--- src/rtl/lrukv_pkg.sv ---
`timescale 1ns / 1ps
// ----------------------------------------------------------------------------
// lrukv_pkg
// Shared types and constants for the LRU key/value cache.
// ----------------------------------------------------------------------------
package lrukv_pkg;

	localparam logic OP_GET = 1'b0;
	localparam logic OP_PUT = 1'b1;

	localparam int          CAP_W     = 5;
	localparam logic [4:0]  CAP_RESET = 5'd16;
	localparam logic [31:0] MISS_VALUE = 32'hFFFF_FFFF;

	typedef enum logic [1:0] {
		ST_IDLE,
		ST_LOOKUP,
		ST_UPDATE
	} ctrl_state_t;

	typedef struct packed {
		logic accept;    // load the input item
		logic lookup;    // register compare results
		logic update;    // apply table update
		logic load_out;  // write the result register
	} dp_cmd_t;

	typedef struct packed {
		logic is_get;    // item in flight is a get
		logic out_full;  // result register holds an untaken item
	} dp_status_t;

endpackage

--- src/rtl/lru_key_value_cache_top.sv ---
`timescale 1ns / 1ps
// ----------------------------------------------------------------------------
// lru_key_value_cache_top
// Fully associative key/value cache with least-recently-used replacement.
// ----------------------------------------------------------------------------
//  channel  handshake               payload
//  in       in_valid / in_stall     op, key, value
//  out      out_valid / out_stall   hit, read_value (gets only)
//  cfg      cfg_wr_en               cfg_wr_data (capacity)
//
// Each item goes through a parallel key compare across all slots, then the
// rank/table update. A new item is taken in the update cycle of the last.
// A get waits in its update cycle while the result register is full and stalled.
// Reset clears valid marks, count and result valid; capacity resets to 16.
// ----------------------------------------------------------------------------
module lru_key_value_cache_top
	import lrukv_pkg::*;
#(
	parameter int ENTRIES = 16
) (
	input  logic               clk,
	input  logic               arst_n,
	input  logic               cfg_wr_en,
	input  logic [CAP_W-1:0]   cfg_wr_data,
	input  logic               in_valid,
	output logic               in_stall,
	input  logic               op,
	input  logic signed [31:0] key,
	input  logic signed [31:0] value,
	output logic               out_valid,
	input  logic               out_stall,
	output logic               hit,
	output logic signed [31:0] read_value
);

	dp_cmd_t    cmd;
	dp_status_t status;

	lrukv_ctrl u_ctrl (
		.clk       (clk),
		.arst_n    (arst_n),
		.in_valid  (in_valid),
		.in_stall  (in_stall),
		.out_stall (out_stall),
		.status    (status),
		.cmd       (cmd)
	);

	lrukv_datapath #(
		.ENTRIES (ENTRIES)
	) u_datapath (
		.clk         (clk),
		.arst_n      (arst_n),
		.cmd         (cmd),
		.status      (status),
		.cfg_wr_en   (cfg_wr_en),
		.cfg_wr_data (cfg_wr_data),
		.op          (op),
		.key         (key),
		.value       (value),
		.out_valid   (out_valid),
		.out_stall   (out_stall),
		.hit         (hit),
		.read_value  (read_value)
	);

endmodule

--- src/rtl/lrukv_ctrl.sv ---
`timescale 1ns / 1ps
// ----------------------------------------------------------------------------
// lrukv_ctrl
// Sequencer: accept, lookup cycle, update cycle; overlaps accept with update.
// ----------------------------------------------------------------------------
module lrukv_ctrl
	import lrukv_pkg::*;
(
	input  logic       clk,
	input  logic       arst_n,
	input  logic       in_valid,
	output logic       in_stall,
	input  logic       out_stall,
	input  dp_status_t status,
	output dp_cmd_t    cmd
);

	ctrl_state_t state_q, state_d;
	logic        upd_done;

	always_ff @(posedge clk or negedge arst_n) begin
		if (!arst_n) begin
			state_q <= ST_IDLE;
		end else begin
			state_q <= state_d;
		end
	end

	// a get may only finish when the result register can take its item
	assign upd_done = !status.is_get || !status.out_full || !out_stall;

	always_comb begin
		state_d  = state_q;
		cmd      = '0;
		in_stall = 1'b1;
		case (state_q)
			ST_IDLE: begin
				in_stall = 1'b0;
				if (in_valid) begin
					cmd.accept = 1'b1;
					state_d    = ST_LOOKUP;
				end
			end
			ST_LOOKUP: begin
				cmd.lookup = 1'b1;
				state_d    = ST_UPDATE;
			end
			ST_UPDATE: begin
				if (upd_done) begin
					cmd.update   = 1'b1;
					cmd.load_out = status.is_get;
					in_stall     = 1'b0;
					if (in_valid) begin
						cmd.accept = 1'b1;
						state_d    = ST_LOOKUP;
					end else begin
						state_d = ST_IDLE;
					end
				end
			end
			default: begin
				state_d = ST_IDLE;
			end
		endcase
	end

endmodule

--- src/rtl/lrukv_datapath.sv ---
`timescale 1ns / 1ps
// ----------------------------------------------------------------------------
// lrukv_datapath
// Key table with parallel compare, recency ranks and result register.
// ----------------------------------------------------------------------------
module lrukv_datapath
	import lrukv_pkg::*;
#(
	parameter int ENTRIES = 16
) (
	input  logic               clk,
	input  logic               arst_n,
	input  dp_cmd_t            cmd,
	output dp_status_t         status,
	input  logic               cfg_wr_en,
	input  logic [CAP_W-1:0]   cfg_wr_data,
	input  logic               op,
	input  logic signed [31:0] key,
	input  logic signed [31:0] value,
	output logic               out_valid,
	input  logic               out_stall,
	output logic               hit,
	output logic signed [31:0] read_value
);

	localparam int IW = (ENTRIES > 1) ? $clog2(ENTRIES) : 1;
	localparam int CW = $clog2(ENTRIES + 1);
	localparam int UW = (CW > CAP_W) ? CW : CAP_W;

	// table
	logic [ENTRIES-1:0] valid_q;
	logic [31:0]        key_mem  [ENTRIES];
	logic [31:0]        val_mem  [ENTRIES];
	logic [IW-1:0]      rank_q   [ENTRIES];
	logic [CW-1:0]      count_q;
	logic [CAP_W-1:0]   cap_q;

	// item in flight
	logic        op_q;
	logic [31:0] key_q;
	logic [31:0] value_q;

	// lookup results
	logic          hit_q;
	logic [IW-1:0] hit_idx_q;
	logic [IW-1:0] hit_rank_q;
	logic [31:0]   rd_value_q;
	logic          evict_q;
	logic [IW-1:0] victim_idx_q;
	logic [IW-1:0] free_idx_q;

	// result register
	logic        out_valid_q;
	logic        out_hit_q;
	logic [31:0] out_value_q;

	logic [ENTRIES-1:0] match_c;
	logic [ENTRIES-1:0] oldest_c;
	logic [ENTRIES-1:0] avail_c;
	logic               hit_c;
	logic [IW-1:0]      hit_idx_c;
	logic [IW-1:0]      victim_idx_c;
	logic [IW-1:0]      free_idx_c;
	logic [UW-1:0]      cap_ext;
	logic [UW-1:0]      ucap_c;
	logic [UW-1:0]      count_ext;
	logic [CW-1:0]      last_rank;
	logic               evict_c;

	always_comb begin
		cap_ext = UW'(cap_q);
		if (cap_ext == '0) begin
			ucap_c = UW'(1);
		end else if (cap_ext > UW'(ENTRIES)) begin
			ucap_c = UW'(ENTRIES);
		end else begin
			ucap_c = cap_ext;
		end
	end

	assign count_ext = UW'(count_q);
	assign evict_c   = (count_ext >= ucap_c);
	assign last_rank = count_q - CW'(1);

	// per-slot compares; least recent slot holds rank count-1
	always_comb begin
		for (int i = 0; i < ENTRIES; i++) begin
			match_c[i]  = valid_q[i] && (key_mem[i] == key_q);
			oldest_c[i] = valid_q[i] && (CW'(rank_q[i]) == last_rank);
		end
	end

	always_comb begin
		hit_c        = 1'b0;
		hit_idx_c    = '0;
		victim_idx_c = '0;
		for (int i = ENTRIES - 1; i >= 0; i--) begin
			if (match_c[i]) begin
				hit_c     = 1'b1;
				hit_idx_c = IW'(i);
			end
			if (oldest_c[i]) begin
				victim_idx_c = IW'(i);
			end
		end
	end

	// lowest empty slot, counting the victim as empty when evicting
	always_comb begin
		avail_c    = ~valid_q | (evict_c ? oldest_c : '0);
		free_idx_c = '0;
		for (int i = ENTRIES - 1; i >= 0; i--) begin
			if (avail_c[i]) begin
				free_idx_c = IW'(i);
			end
		end
	end

	// control state
	always_ff @(posedge clk or negedge arst_n) begin
		if (!arst_n) begin
			valid_q     <= '0;
			count_q     <= '0;
			cap_q       <= CAP_RESET;
			out_valid_q <= 1'b0;
		end else begin
			if (cfg_wr_en) begin
				cap_q <= cfg_wr_data;
			end
			if (cmd.update && op_q == OP_PUT && !hit_q) begin
				if (evict_q) begin
					valid_q[victim_idx_q] <= 1'b0;
				end else begin
					count_q <= count_q + CW'(1);
				end
				valid_q[free_idx_q] <= 1'b1;
			end
			if (cmd.load_out) begin
				out_valid_q <= 1'b1;
			end else if (!out_stall) begin
				out_valid_q <= 1'b0;
			end
		end
	end

	// payload and table contents
	always_ff @(posedge clk) begin
		if (cmd.accept) begin
			op_q    <= op;
			key_q   <= key;
			value_q <= value;
		end
		if (cmd.lookup) begin
			hit_q        <= hit_c;
			hit_idx_q    <= hit_idx_c;
			hit_rank_q   <= rank_q[hit_idx_c];
			rd_value_q   <= val_mem[hit_idx_c];
			evict_q      <= evict_c;
			victim_idx_q <= victim_idx_c;
			free_idx_q   <= free_idx_c;
		end
		if (cmd.update) begin
			if (hit_q) begin
				// touch: slots more recent than the hit age by one
				for (int i = 0; i < ENTRIES; i++) begin
					if (valid_q[i] && IW'(i) != hit_idx_q && rank_q[i] < hit_rank_q) begin
						rank_q[i] <= rank_q[i] + IW'(1);
					end
				end
				rank_q[hit_idx_q] <= '0;
				if (op_q == OP_PUT) begin
					val_mem[hit_idx_q] <= value_q;
				end
			end else if (op_q == OP_PUT) begin
				for (int i = 0; i < ENTRIES; i++) begin
					if (valid_q[i]) begin
						rank_q[i] <= rank_q[i] + IW'(1);
					end
				end
				rank_q[free_idx_q]  <= '0;
				key_mem[free_idx_q] <= key_q;
				val_mem[free_idx_q] <= value_q;
			end
		end
		if (cmd.load_out) begin
			out_hit_q   <= hit_q;
			out_value_q <= hit_q ? rd_value_q : MISS_VALUE;
		end
	end

	assign status.is_get   = (op_q == OP_GET);
	assign status.out_full = out_valid_q;

	assign out_valid  = out_valid_q;
	assign hit        = out_hit_q;
	assign read_value = out_value_q;

endmodule

--- config.mk ---
export PLATFORM = sky130hd
export DESIGN_NAME = lru_key_value_cache_top
export DESIGN_NICKNAME = d
export VERILOG_FILES = /design/src/rtl/lrukv_pkg.sv /design/src/rtl/lru_key_value_cache_top.sv /design/src/rtl/lrukv_ctrl.sv /design/src/rtl/lrukv_datapath.sv
export SDC_FILE = /design/constraint.sdc
export NUM_CORES = 2
export LEC_CHECK = 0
export BUFFER_PORTS_ARGS = -buffer_cell sky130_fd_sc_hd__buf_2
export CORE_MARGIN = 1
export CORE_UTILIZATION = 50
export CTS_BUF_LIST = sky130_fd_sc_hd__clkbuf_2 sky130_fd_sc_hd__clkbuf_4 sky130_fd_sc_hd__clkbuf_8
export DETAILED_ROUTE_END_ITERATION = 16
export GPL_TIMING_DRIVEN = 0
export PLACE_DENSITY = 0.71
export SLEW_MARGIN = 5
export SYNTH_ARGS = -nofsm -noshare
export SYNTH_HDL_FRONTEND = slang
export SYNTH_SLANG_ARGS = --single-unit
--- constraint.sdc ---
create_clock -name clk -period 4.9 [get_ports clk]
set_input_delay 0.49 -clock clk [delete_from_list [all_inputs] [get_ports clk]]
set_output_delay 0.49 -clock clk [all_outputs]
set_load 0.02 [all_outputs]
==> results.yml <==
timing:
  whs_ps: 232
  final.setup_skew_ps: 74.5
  max_freq_ghz: 0.204
  max-slew-margin-rel_pct: 4.95
  setup_violations: 2
  worst_slew_pin_slew_ps: 1410
  drv_slew: 0
  final.period_utilization_pct: 100
  fin_ws_ps: -1.76
  hold_violations: 0
  fin_crit_ps: 4900
worst_setup_path:
  cp_num_buf_inv: 5
  cp_max_fo: 10
  crit_type: "register to register"
  r2r_slack_ps: -2
  r2r_cells: 16
  cp.arrival_ps: 5610
  critPathLaunchType: "register"
  slowest_stage: "a2111oi_1"
  crit_chain: "buf_4 > buf_2 > buf_6 > xnor2_1 > nand3_1 > nor3_1 > and3_1 > a211oi_2 > o311ai_2 > or3_1 > buf_4 > buf_6 > nor4_2 > a2111oi_1 > o2111ai_2 > nand3_1"
  reg2reg_to: "u_datapath.rd_value_q[30]"
  critPathTopFamily: "compound AO/OA/AOI/OAI gates"
  reg2reg_from: "u_datapath.key_q[10]"
  cpPeakStageDelay_ps: 540
  end_kind: "register"
  required_ps: 5610
detailed_routing:
  drc_errors: 0
  vias: 37300
  routedWlPerCell_um: 28.4
  ant_nets: 0
  drt-initial-drc-count: 5030
  avgViaCountPerCell: 6.13
  dr.pass1.iters: 6
  drt_wl_total_mm: 173
outcome:
  run_status: "finished with violations"
  violations: "setup timing"
synthesis:
  synth_flop_cell: "edfxtp_1"
  synth.area.top_cells: "edfxtp_1 63%, xor2_1 6.2%, xnor2_1 3.7%"
  yosysSeqAreaShare_pct: 66.8
  syn-cell-area_sq_um: 55700
  yosys.area.top_type_share_pct: 63.2
  ys_async_sr_fraction_pct: 2.29
  synth_edf_count: 1172
  synth_area_per_cell_sq_um: 14.1
  yosysTopAreaCell: "edfxtp_1"
  synth-seq-cells: 1265
  yosys.cell_types.count: 75
  synth_warnings: 0
  syn_nets: 4100
  synthCells: 3954
run:
  maxCapViolations: 0
global_route:
  grt_pass1_wl_mm: 245
  track_usage_pct: 30.6
  busiest_layer: "met2"
  grt_use_met2_pct: 44.5
  grt_max_degree: 33
  met3_usage_pct: 10.0
  gr-total-overflow: 0
  antenna_found_initial: 22
  use_met1_pct: 40.8
  grt_pass1_vias: 36100
layout:
  stdcell_count: 6086
  regArea_sq_um: 37200
  multi_input_area_sq_um: 17700
  drive_gt1_share_pct: 17.1
  fin_area_sq_um: 64500
  areaGrowthSynthToFinish_pct: 15.8
  fin_util_pct: 58.3
  layout.nets: 4578
  fill_cells: 8658
clocking:
  clockRootBuffer: "clkbuf_8"
  htreeDepth: 4
  clock-sinks: 1265
  worstSkewPairLatency_ps: 930
  cts_tree: "done"
  cts_max_path_buffers: 3
  numCtsBuffers: 200
  clk_pin_slew_ps: 60
hold_path:
  min_path_type: "input port to async pin"
place:
  dp_hpwl_mm: 107
  place_area_sq_um: 58900
  port_buffers: 109
  dp.cells: 5578
  gp_congestion: 0.940
  place_ws_ps: -1460
power_and_ir_drop:
  worst_ir_drop_vdd_mv: 0.309
  leakagePower_uw: 0.0217
  p_per_area_nw_per_um2: 365
die:
  die-height_um: 336
  rows: 122
  die_x_um: 336
  num_io_pins: 110
  coreArea_sq_um: 111000
  dieArea_sq_um: 113000
  initial_utilization_pct: 50.4
synth_stat cells, drive strengths merged, types with 12 or more instances:
cell type,instances
nor2b,31
clkbuf,49
mux2,39
buf,144
nor2,209
edfxtp,1172
a21oi,91
nand4,120
a21boi,18
nand2b,71
ha,71
nand4b,19
nor4b,27
dfrtp,28
xor2,394
nand3,193
mux2i,166
or4,21
dfxtp,64
inv,22
nor3,39
a211oi,12
and3,19
nand2,221
xnor2,232
nor4,219
o2111ai,34
a31oi,38
o21ai,101
logic make-up after synthesis:
logic type	after synthesis	share of synthesized area, %
DFF	1265	66.8
xor gates and xnor gates	628	9.93
and+or+nand+nor	1219	11.7
muxes	205	3.77
buffers and inverters	216	2.12
AOI/OAI and AO/OA	350	4.02
adders and majority gates	71	1.60
worst max path at each step:
stage | endpoint | slack, ps | cells after the start | from
global route | u_datapath.rd_value_q[24] | -30 | 16 | u_datapath.key_q[22]
CTS | u_datapath.rd_value_q[30] | -60 | 15 | u_datapath.key_q[22]
finish | u_datapath.rd_value_q[30] | -2 | 16 | u_datapath.key_q[10]
detailed placement | u_datapath.rd_value_q[31] | -1460 | 14 | u_datapath.key_q[7]
global placement | u_datapath.key_q[24] | -1780 | 4 | out_stall
floorplan | u_datapath.key_q[0] | 860 | 3 | out_stall
cell type report:
class	instances	share of cell area, %
Inverter	23	0.140
Tap cell	1488	2.89
Buffer	190	1.88
Timing Repair Buffer	279	4.00
Antenna cell	8	0.0310
Multi-Input combinational cell	2473	27.4
Sequential cell	1265	57.7
Clock buffer	280	5.24
Clock inverter	80	0.681
routing by layer:
| metal | up-vias | wire length, um |
|---|---|---|
| met5 | - | 88 |
| met3 | 532 | 23200 |
| met2 | 2516 | 74300 |
| li1 | 16000 | - |
| met4 | 14 | 9280 |
| met1 | 18300 | 66000 |
registers in the layout, summed over array words and instances (netlist names), 16 cells and up:
signal                 cells
u_datapath.value_q        32
u_datapath.key_q          32
u_datapath.read_value     32
u_datapath.rd_value_q     32
u_datapath.valid_q        16
u_datapath.rank_q         64
u_datapath.val_mem       512
u_datapath.key_mem       512
stage by stage:
stage,TNS (ps),power (uW)
2_1_floorplan,0,13900
3_3_place_gp,-755330,14700
3_5_place_dp,-46900,14800
4_1_cts,-64.2,23500
5_1_grt,-69.9,24200
6_report,-2.79,23500
report_power, final:
part	internal, uW	switching, uW	leakage, uW
combinational	857	1490	0.00815
clock	4470	4290	0.00202
sequential	12000	398	0.0115
total	17400	6170	0.0217
timing repair:
item	4_1_cts	5_1_grt
buffers inserted	56	8
endpoints found under the hold margin	101	0
hold buffers	79	0
resized for setup	40	51
pin swaps	0	5
endpoints found under the setup margin	44	37
cells in the final DEF, fill, tap and decap left out, drive strengths merged, types with 8 or more instances in the layout:
cell type,count
edfxtp,1172
xor2,394
buf,337
clkbuf,333
xnor2,232
nand2,221
nor4,219
nor2,209
nand3,193
mux2i,166
nand4,120
o21ai,101
a21oi,91
dlygate4sd3,79
nand2b,71
ha,71
clkinv,65
dfxtp,64
nor3,39
mux2,39
a31oi,38
o2111ai,34
nor2b,31
inv,30
dfrtp,28
nor4b,27
or4,21
nand4b,19
and3,19
a21boi,18
a211oi,12
o21a,11
a2111oi,11
a211o,9
diode,8
clkinvlp,8
(Power assumes the default switching activity.)
